`config.mk`:
```
export PLATFORM = sky130hd
export DESIGN_NAME = framed_position_update_parser
export DESIGN_NICKNAME = d
export VERILOG_FILES = /design/src/hw/rtl/fpup_pkg.sv /design/src/hw/rtl/fpup_frame.sv /design/src/hw/rtl/fpup_apply.sv /design/src/hw/rtl/framed_position_update_parser.sv
export SDC_FILE = /design/constraint.sdc
export NUM_CORES = 1
export LEC_CHECK = 0
export BUFFER_PORTS_ARGS = -buffer_cell sky130_fd_sc_hd__buf_2
export CORE_UTILIZATION = 45
export DETAILED_ROUTE_END_ITERATION = 16
export PLACE_DENSITY_LB_ADDON = 0.25
export SETUP_SLACK_MARGIN = 0.2
export SLEW_MARGIN = 20
export SYNTH_ARGS = -nofsm -noshare
export SYNTH_HDL_FRONTEND = slang
export SYNTH_HIERARCHICAL = 1
export SYNTH_SLANG_ARGS = --single-unit
```
`constraint.sdc`:
```
create_clock -name clk_i -period 5.1 [get_ports clk_i]
set_clock_uncertainty 0.05 [all_clocks]
set_input_delay 0.255 -clock clk_i [delete_from_list [all_inputs] [get_ports clk_i]]
set_output_delay 0.255 -clock clk_i [all_outputs]
set_load 0.02 [all_outputs]
```
`src/hw/rtl/fpup_pkg.sv`:
```
// Shared constants, status codes and types of the framed position update parser.
// No dependencies.
`default_nettype none

package fpup_pkg;

  localparam int NUM_ENTRIES = 5;
  localparam int MAX_PAIRS   = 16;

  localparam int ID_W   = (NUM_ENTRIES > 1) ? $clog2(NUM_ENTRIES) : 1;
  localparam int SLOT_W = (MAX_PAIRS > 1) ? $clog2(MAX_PAIRS) : 1;
  localparam int CNT_W  = $clog2(MAX_PAIRS + 1);
  localparam int IDX_W  = 9;
  localparam int MASK_W = 5;
  localparam int STAT_W = 3;

  localparam logic [7:0]       HEADER_BYTE = 8'hAA;
  localparam int               MIN_LEN     = 4;
  localparam int               FIRST_PAIR  = 3;
  localparam logic [IDX_W-1:0] IDX_MAX     = {IDX_W{1'b1}};

  localparam logic [STAT_W-1:0] STAT_OK    = 3'd0;
  localparam logic [STAT_W-1:0] STAT_HDR   = 3'd1;
  localparam logic [STAT_W-1:0] STAT_SHORT = 3'd2;
  localparam logic [STAT_W-1:0] STAT_CSUM  = 3'd3;
  localparam logic [STAT_W-1:0] STAT_COUNT = 3'd4;

  typedef struct packed {
    logic            hit;
    logic [ID_W-1:0] id;
    logic [7:0]      pos;
  } pair_t;

  typedef struct packed {
    logic              en;
    logic [SLOT_W-1:0] slot;
    pair_t             data;
  } pair_wr_t;

  typedef struct packed {
    logic [STAT_W-1:0] status;
    logic [CNT_W-1:0]  pairs;
  } finish_t;

endpackage

`default_nettype wire

```
`src/hw/rtl/fpup_frame.sv`:
```
// Byte tracker: header, pair count, running XOR, checksum and frame status.
// Depends on fpup_pkg.
`default_nettype none

module fpup_frame (
  input  wire logic               clk_i,
  input  wire logic               rst_ni,
  input  wire logic               take_i,
  input  wire logic               clear_i,
  input  wire logic [7:0]         data_byte_i,
  output fpup_pkg::pair_wr_t      pair_wr_o,
  output fpup_pkg::finish_t       finish_o
);
  import fpup_pkg::*;

  logic [IDX_W-1:0] idx_q, idx_d;
  logic [7:0]       xor_q, xor_d;
  logic [7:0]       npairs_q, npairs_d;
  logic [7:0]       idhold_q, idhold_d;
  logic             hdr_q, hdr_d;
  logic             good_q, good_d;
  logic             seen_q, seen_d;

  logic [IDX_W:0]   idx_ext;
  logic [IDX_W:0]   ck;
  logic [IDX_W:0]   off;
  logic [IDX_W-1:0] slot;

  assign idx_ext = {1'b0, idx_q};
  assign ck      = (IDX_W+1)'(FIRST_PAIR) + {1'b0, npairs_q, 1'b0};
  assign off     = idx_ext - (IDX_W+1)'(FIRST_PAIR);
  assign slot    = off[IDX_W:1];

  always_comb begin
    idx_d    = idx_q;
    xor_d    = xor_q;
    npairs_d = npairs_q;
    idhold_d = idhold_q;
    hdr_d    = hdr_q;
    good_d   = good_q;
    seen_d   = seen_q;
    pair_wr_o.en       = 1'b0;
    pair_wr_o.slot     = slot[SLOT_W-1:0];
    pair_wr_o.data.hit = (idhold_q < 8'(NUM_ENTRIES));
    pair_wr_o.data.id  = idhold_q[ID_W-1:0];
    pair_wr_o.data.pos = data_byte_i;
    if (take_i) begin
      if (idx_q == '0) begin
        hdr_d = (data_byte_i == HEADER_BYTE);
      end
      if (idx_q == IDX_W'(2)) begin
        npairs_d = data_byte_i;
      end
      if (idx_ext < (IDX_W+1)'(FIRST_PAIR)) begin
        xor_d = xor_q ^ data_byte_i;
      end else if (idx_ext < ck) begin
        xor_d = xor_q ^ data_byte_i;
        if (slot < IDX_W'(MAX_PAIRS)) begin
          if (!off[0]) begin
            idhold_d = data_byte_i;
          end else begin
            pair_wr_o.en = 1'b1;
          end
        end
      end else if (idx_ext == ck && !seen_q) begin
        seen_d = 1'b1;
        good_d = (xor_q == data_byte_i);
      end
      if (idx_q != IDX_MAX) begin
        idx_d = idx_q + IDX_W'(1);
      end
    end
    if (clear_i) begin
      idx_d    = '0;
      xor_d    = '0;
      npairs_d = '0;
      hdr_d    = 1'b0;
      good_d   = 1'b0;
      seen_d   = 1'b0;
    end
  end

  always_ff @(posedge clk_i or negedge rst_ni) begin
    if (!rst_ni) begin
      idx_q    <= '0;
      xor_q    <= '0;
      npairs_q <= '0;
      hdr_q    <= 1'b0;
      good_q   <= 1'b0;
      seen_q   <= 1'b0;
    end else begin
      idx_q    <= idx_d;
      xor_q    <= xor_d;
      npairs_q <= npairs_d;
      hdr_q    <= hdr_d;
      good_q   <= good_d;
      seen_q   <= seen_d;
    end
  end

  always_ff @(posedge clk_i) begin
    idhold_q <= idhold_d;
  end

  always_comb begin
    if (idx_q < IDX_W'(MIN_LEN) || !hdr_q) begin
      finish_o.status = STAT_HDR;
    end else if (npairs_q > 8'(MAX_PAIRS)) begin
      finish_o.status = STAT_COUNT;
    end else if (idx_ext <= ck) begin
      finish_o.status = STAT_SHORT;
    end else if (!seen_q || !good_q) begin
      finish_o.status = STAT_CSUM;
    end else begin
      finish_o.status = STAT_OK;
    end
    finish_o.pairs = npairs_q[CNT_W-1:0];
  end

endmodule

`default_nettype wire

```
`src/hw/rtl/fpup_apply.sv`:
```
// Pair memory and position memory with the sequencer that applies buffered pairs.
// Depends on fpup_pkg.
`default_nettype none

module fpup_apply (
  input  wire logic                         clk_i,
  input  wire logic                         rst_ni,
  input  wire fpup_pkg::pair_wr_t           pair_wr_i,
  input  wire logic                         start_i,
  input  wire logic [fpup_pkg::CNT_W-1:0]   pairs_i,
  output logic                              done_o,
  output logic [fpup_pkg::MASK_W-1:0]       mask_o
);
  import fpup_pkg::*;

  localparam logic [1:0] A_IDLE  = 2'd0;
  localparam logic [1:0] A_RDPR  = 2'd1;
  localparam logic [1:0] A_RDPOS = 2'd2;
  localparam logic [1:0] A_WRITE = 2'd3;

  pair_t            pair_mem [MAX_PAIRS];
  logic [7:0]       pos_mem  [NUM_ENTRIES];
  logic [NUM_ENTRIES-1:0] vld_q;

  logic [1:0]        state_q, state_d;
  logic [CNT_W-1:0]  k_q, k_d;
  logic [CNT_W-1:0]  n_q, n_d;
  logic [MASK_W-1:0] mask_q, mask_d;
  logic              done_q, done_d;
  pair_t             pair_rd_q;
  logic [7:0]        pos_rd_q;
  logic              pos_vld_q;
  logic [7:0]        cur_pos;
  logic              pos_we;

  assign cur_pos = pos_vld_q ? pos_rd_q : 8'd0;
  assign pos_we  = (state_q == A_WRITE) && pair_rd_q.hit && (cur_pos != pair_rd_q.pos);
  assign done_o  = done_q;
  assign mask_o  = mask_q;

  always_ff @(posedge clk_i) begin
    if (pair_wr_i.en) begin
      pair_mem[pair_wr_i.slot] <= pair_wr_i.data;
    end
    if (state_q == A_RDPR) begin
      pair_rd_q <= pair_mem[k_q[SLOT_W-1:0]];
    end
  end

  always_ff @(posedge clk_i) begin
    if (pos_we) begin
      pos_mem[pair_rd_q.id] <= pair_rd_q.pos;
    end
    if (state_q == A_RDPOS && pair_rd_q.hit) begin
      pos_rd_q <= pos_mem[pair_rd_q.id];
    end
  end

  always_ff @(posedge clk_i or negedge rst_ni) begin
    if (!rst_ni) begin
      vld_q     <= '0;
      pos_vld_q <= 1'b0;
    end else begin
      if (pos_we) begin
        vld_q[pair_rd_q.id] <= 1'b1;
      end
      if (state_q == A_RDPOS && pair_rd_q.hit) begin
        pos_vld_q <= vld_q[pair_rd_q.id];
      end
    end
  end

  always_comb begin
    state_d = state_q;
    k_d     = k_q;
    n_d     = n_q;
    mask_d  = mask_q;
    done_d  = 1'b0;
    case (state_q)
      A_IDLE: begin
        if (start_i) begin
          k_d    = '0;
          n_d    = pairs_i;
          mask_d = '0;
          if (pairs_i == '0) begin
            done_d = 1'b1;
          end else begin
            state_d = A_RDPR;
          end
        end
      end
      A_RDPR: begin
        state_d = A_RDPOS;
      end
      A_RDPOS: begin
        state_d = A_WRITE;
      end
      A_WRITE: begin
        if (pos_we && int'(pair_rd_q.id) < MASK_W) begin
          mask_d = mask_q | (MASK_W'(1) << pair_rd_q.id);
        end
        k_d = k_q + CNT_W'(1);
        if (k_d == n_q) begin
          done_d  = 1'b1;
          state_d = A_IDLE;
        end else begin
          state_d = A_RDPR;
        end
      end
      default: begin
        state_d = A_IDLE;
      end
    endcase
  end

  always_ff @(posedge clk_i or negedge rst_ni) begin
    if (!rst_ni) begin
      state_q <= A_IDLE;
      k_q     <= '0;
      n_q     <= '0;
      mask_q  <= '0;
      done_q  <= 1'b0;
    end else begin
      state_q <= state_d;
      k_q     <= k_d;
      n_q     <= n_d;
      mask_q  <= mask_d;
      done_q  <= done_d;
    end
  end

endmodule

`default_nettype wire

```
`src/hw/rtl/framed_position_update_parser.sv`:
```
// Framed position update parser: takes frame bytes one request at a time and
// returns one status/mask result per frame. A byte that is not the last of its
// frame is taken whenever the parser is receiving. After the last byte the
// input is held off while the frame is checked and, on a good frame, while
// each pair is walked through the pair memory and the position memory in
// three steps (pair read, position read, write-back). A finished result waits
// in the output register while the next frame's bytes are taken.
// Depends on fpup_pkg, fpup_frame and fpup_apply.
`default_nettype none

module framed_position_update_parser (
  input  wire logic                          clk_i,
  input  wire logic                          rst_ni,
  input  wire logic                          in_valid_i,
  output logic                               in_ready_o,
  input  wire logic [7:0]                    data_byte_i,
  input  wire logic                          last_byte_i,
  output logic                               out_valid_o,
  input  wire logic                          out_ready_i,
  output logic [fpup_pkg::STAT_W-1:0]        frame_status_o,
  output logic [fpup_pkg::MASK_W-1:0]        moved_mask_o
);
  import fpup_pkg::*;

  localparam logic [1:0] S_RX    = 2'd0;
  localparam logic [1:0] S_CHECK = 2'd1;
  localparam logic [1:0] S_APPLY = 2'd2;
  localparam logic [1:0] S_OUT   = 2'd3;

  logic [1:0]        state_q, state_d;
  logic [STAT_W-1:0] pend_status_q, pend_status_d;
  logic [MASK_W-1:0] pend_mask_q, pend_mask_d;
  logic              out_valid_q, out_valid_d;
  logic [STAT_W-1:0] status_q, status_d;
  logic [MASK_W-1:0] mask_q, mask_d;

  logic              take;
  logic              clear;
  logic              start;
  logic              apply_done;
  logic [MASK_W-1:0] apply_mask;
  pair_wr_t          pair_wr;
  finish_t           finish;

  assign in_ready_o     = (state_q == S_RX);
  assign take           = in_valid_i && in_ready_o;
  assign out_valid_o    = out_valid_q;
  assign frame_status_o = status_q;
  assign moved_mask_o   = mask_q;

  fpup_frame u_frame (
    .clk_i       (clk_i),
    .rst_ni      (rst_ni),
    .take_i      (take),
    .clear_i     (clear),
    .data_byte_i (data_byte_i),
    .pair_wr_o   (pair_wr),
    .finish_o    (finish)
  );

  fpup_apply u_apply (
    .clk_i     (clk_i),
    .rst_ni    (rst_ni),
    .pair_wr_i (pair_wr),
    .start_i   (start),
    .pairs_i   (finish.pairs),
    .done_o    (apply_done),
    .mask_o    (apply_mask)
  );

  always_comb begin
    state_d       = state_q;
    pend_status_d = pend_status_q;
    pend_mask_d   = pend_mask_q;
    out_valid_d   = out_valid_q;
    status_d      = status_q;
    mask_d        = mask_q;
    clear         = 1'b0;
    start         = 1'b0;
    if (out_valid_q && out_ready_i) begin
      out_valid_d = 1'b0;
    end
    case (state_q)
      S_RX: begin
        if (take && last_byte_i) begin
          state_d = S_CHECK;
        end
      end
      S_CHECK: begin
        pend_status_d = finish.status;
        pend_mask_d   = '0;
        if (finish.status == STAT_OK) begin
          start   = 1'b1;
          state_d = S_APPLY;
        end else begin
          state_d = S_OUT;
        end
      end
      S_APPLY: begin
        if (apply_done) begin
          pend_mask_d = apply_mask;
          state_d     = S_OUT;
        end
      end
      S_OUT: begin
        if (!out_valid_q || out_ready_i) begin
          out_valid_d = 1'b1;
          status_d    = pend_status_q;
          mask_d      = pend_mask_q;
          clear       = 1'b1;
          state_d     = S_RX;
        end
      end
      default: begin
        state_d = S_RX;
      end
    endcase
  end

  always_ff @(posedge clk_i or negedge rst_ni) begin
    if (!rst_ni) begin
      state_q     <= S_RX;
      out_valid_q <= 1'b0;
    end else begin
      state_q     <= state_d;
      out_valid_q <= out_valid_d;
    end
  end

  always_ff @(posedge clk_i) begin
    pend_status_q <= pend_status_d;
    pend_mask_q   <= pend_mask_d;
    status_q      <= status_d;
    mask_q        <= mask_d;
  end

endmodule

`default_nettype wire
```
==> metrics list <==
* Number of synthesized flops with an enable pin: 276
- After detailed routing, the average wire length per cell comes to 20.52 um.
* Post-synth design cell area: 14,300 sq um
- Final number of hold-violating endpoints: 0
- CTS tree: built
- By instance count, the leading cell after synthesis is edfxtp_1.
- Synthesis produced a netlist with a net count of a little under 1,000.
* Drt drc: 0
- FF/Latch Area: 9668 sq um
- The tool flagged a number of max-cap violations equal to 0.
* Pre-antenna DRT Iters: 5
- For this block, the initial DRC count from the detailed router was 665.
- IO Pins: 23
* Outcome: finished clean
* Fin. max-slew vios: 0
* Data arrival at the endpoint of the critical path: around 4.6 ns
- At the end of routability-driven placement, the weighted congestion stood at 0.7923.
- For the finished layout, the period the worst path requires is about 4.4 ns.
- After layout, the worst path uses 86.70% of the clock period.
- In this run the biggest area consumer among cell types represents 57.96% of the synthesized area.
- Yosys mapped the design onto 68 distinct sky130hd cell types.
- Input/output buffers: 22
* Initial standard-cell utilization of the core: 46.26%
* Overall Global Routing Usage: 17.97%
- Vias: 7,643
- The number of antenna diodes in the final layout is 0.
* Clock latency on the worst-skew pair: 0.52 ns
- Mean number of vias per cell: 5.546
- The die covers ~32,000 sq um.
- Detailed placement finished with a half-perimeter wire length of 17.87 mm.
- With fillers left out, the area of the finished cells amounts to 16,020 sq um.
- Post-synth ARST share: 16.62%
- Buffers added to address setup during post-CTS repair amount to 0.
- Dividing the synthesized area by the synthesized cell count gives 15.46 sq um.
* Setup repair after global routing missed its margin: no
- Largest cells by area after synthesis: edfxtp_1, dfrtp_1, mux4_2, mux2i_1, ha_1
- Counting every sink on the clock net gives 331.
* Timing-limited maximum frequency: 226.2 MHz
- The synthesized design spends more area on one cell type than any other, namely edfxtp_1.
- Standard cell area after detailed placement: between 10,000 and 15,000 sq um
- Net count, final: around 990
* VDD IR max: 260.6 uV
- Count of synthesis-stage warnings from yosys: 6
- Maximum number of buffers from clock root to sink: 3
- Clock-pin slew was measured on the worst setup and hold paths at 0.06 ns.
* Type of the worst setup path: flip-flop to flip-flop
- The number of antenna violations at the first check in global routing came to 0.
- Core ar.: 30,910 sq um
- Routed Antenna Nets: 0
- The first global-routing pass estimated 45.14 mm of wire.
- The via count of the first global-routing pass is 7,690.
- Fillcell total: 2,557
- From synthesis to final layout, the design area changed by 12.05%.
- The die is 180.3 um tall.
- Fraction of layout instances using a drive strength above 1: roughly a fifth
- Clock H-tree levels: 2
- Sequential elements use 67.59% of the synthesized area.
* Largest net degree at the start of global routing: 56
* Critical path peak fanout: 12
- Std-Cell Rows: between 60 and 70
- Clock Tree Root: clkbuf_16
* Register bit total from synthesis: 331
* Capturing element type of the critical path: flip-flop
- The multi-input combinational cells in the finished layout cover a total of ~4200 sq um.
- Main synth FF type: edfxtp_1
* Final-layout setup total negative slack: 0 ns
- Static Leak: 5.694 nW
- Synthesis handed over a netlist of between 900 and 1,000 instances.
- For the pin with the worst max-slew slack, the measured transition is 1.004 ns.
- After global routing the overflow that remains totals 0.
- Endpoint required time on the critical path: about 5.3 ns
- The worst setup path is launched from a flip-flop.
- Post-synth top cells: edfxtp_1, nor2_1, dfrtp_1
* Tightest slew margin relative to the limit: about a third
- In this run the power density over the cells is 466.3 nW/um^2.
- Endpoints failing setup: 0
* Worst hold-check path type: input pin to flip-flop
* Die boundary width: 180.3 um
- Num CTS Buffers: 36
- Summed over all layers, the routed wires come to 28.27 mm.
==> flip-flops by register name (all words and copies together), names as in the netlist, 8 cells and up <==
name / count
u_frame/idx_q: 9
u_apply/pos_mem: 40
u_frame/npairs_q: 8
u_apply/pos_rd_q: 8
u_frame/xor_q: 8
u_apply/pair_mem: 192
u_frame/idhold_q: 8
u_apply/pair_rd_q: 12
==> logic make-up after synthesis <==
kind of cell               synth area share [%]
AOI/OAI and AO/OA                         6.379
xor gates and xnor gates                  2.021
buffers and inverters                     3.045
muxes                                     11.35
DFF                                       67.59
adders and majority gates                 2.013
and+or+nand+nor                           7.604
==> report_power, final <==
group	switching, mW	leakage [nW]	internal [mW]	total, mW
logic	0.733	1.87	0.594	1.33
clock network	1.04	0.586	1.62	2.66
registers	0.280	3.24	3.20	3.48
total	2.05	5.69	5.42	7.47
==> layout by cell type, fill, tap and decap left out, types with 14 or more instances in the layout <==
cell,netlist,layout
xnor2_1,19,19
xor2_1,14,14
ha_1,23,23
buf_4,21,26
edfxtp_1,276,276
mux4_2,33,33
o21ai_0,30,30
nand3_1,17,17
dfrtp_1,55,54
nand2_1,38,38
a21oi_1,30,30
nor2_1,62,61
nor2b_1,15,14
clkbuf_16,0,36
mux2_2,25,25
inv_1,23,23
buf_2,9,22
nand2b_1,14,14
mux2i_1,47,47
==> critical path, cell delays in order (launching register included) <==
cell	delay (ns)
dfrtp_1	0.45
ha_1	0.25
and3_1	0.22
nand3_1	0.10
xor2_1	0.20
ha_1	0.28
a21o_1	0.18
a221oi_1	0.33
o21ai_2	0.20
nor2b_1	0.24
nor4_1	0.68
or3b_2	0.56
nor3_2	0.13
buf_4	0.23
==> per-layer routing <==
metal | track usage (%) | up-vias | part of all wire [%]
li1 | - | 3577 | -
met1 | 27.12 | 3881 | 49
met2 | 27.15 | 147 | 45
met3 | 2.850 | 38 | 4.1
met4 | 4.650 | 0 | 1.9
met5 | 0 | - | 0
==> through the flow <==
step / worst slack, ns / total power [mW] / hold WS (ns) / utilization (%) / cells
floorplan: 0.6468 / 4.506 / -0.09059 / - / 925
global placement: 0.7989 / 4.831 / 0.3559 / 47.81 / 1313
detailed placement: 0.6648 / 4.867 / 0.3557 / 47.81 / 1313
CTS: 0.6579 / 7.537 / 0.1346 / 51.81 / 1378
global route: 0.3242 / 7.830 / 0.1587 / 51.83 / 1378
finish: 0.6785 / 7.472 / 0.1539 / 51.83 / 1378
==> layout make-up <==
type | count | share of cell area [%]
sequential | 331 | 60.34
multi-input combinational | 515 | 26.40
clock buffer | 42 | 5.826
tap | 396 | 3.093
timing repair buffer | 50 | 2.030
clock inverter | 21 | 1.773
inverter | 23 | 0.5389
==> worst paths after layout <==
check	startpoint	endpoint	slack (ns)	cells after the start
setup / recovery	u_frame/npairs_q[0]$_DFFE_PN0P_	u_apply/pair_mem[0][10]$_DFFE_PP_	0.68	13
hold / removal	data_byte_i[5]	u_frame/idhold_q[5]$_DFFE_PP_	0.15	1
setup reg to reg	u_frame/npairs_q[0]$_DFFE_PN0P_	u_apply/pair_mem[0][10]$_DFFE_PP_	0.68	13
hold reg to reg	pend_mask_q[2]$_SDFFCE_PN0P_	moved_mask_o[2]$_DFFE_PP_	0.37	0
max in group asynchronous	rst_ni	u_apply/k_q[0]$_DFFE_PN0P_	4.06	3
min in group asynchronous	rst_ni	u_apply/mask_o[1]$_DFFE_PN0P_	0.38	3
==> timing repair <==
| action | in CTS | in global routing |
|---|---|---|
| resized for setup | 0 | 1 |
| hold endpoints to repair | 56 | 0 |
| hold buffers | 2 | 0 |
| setup endpoints to repair | 0 | 1 |
Note: power is estimated with default switching activity, not from simulation.
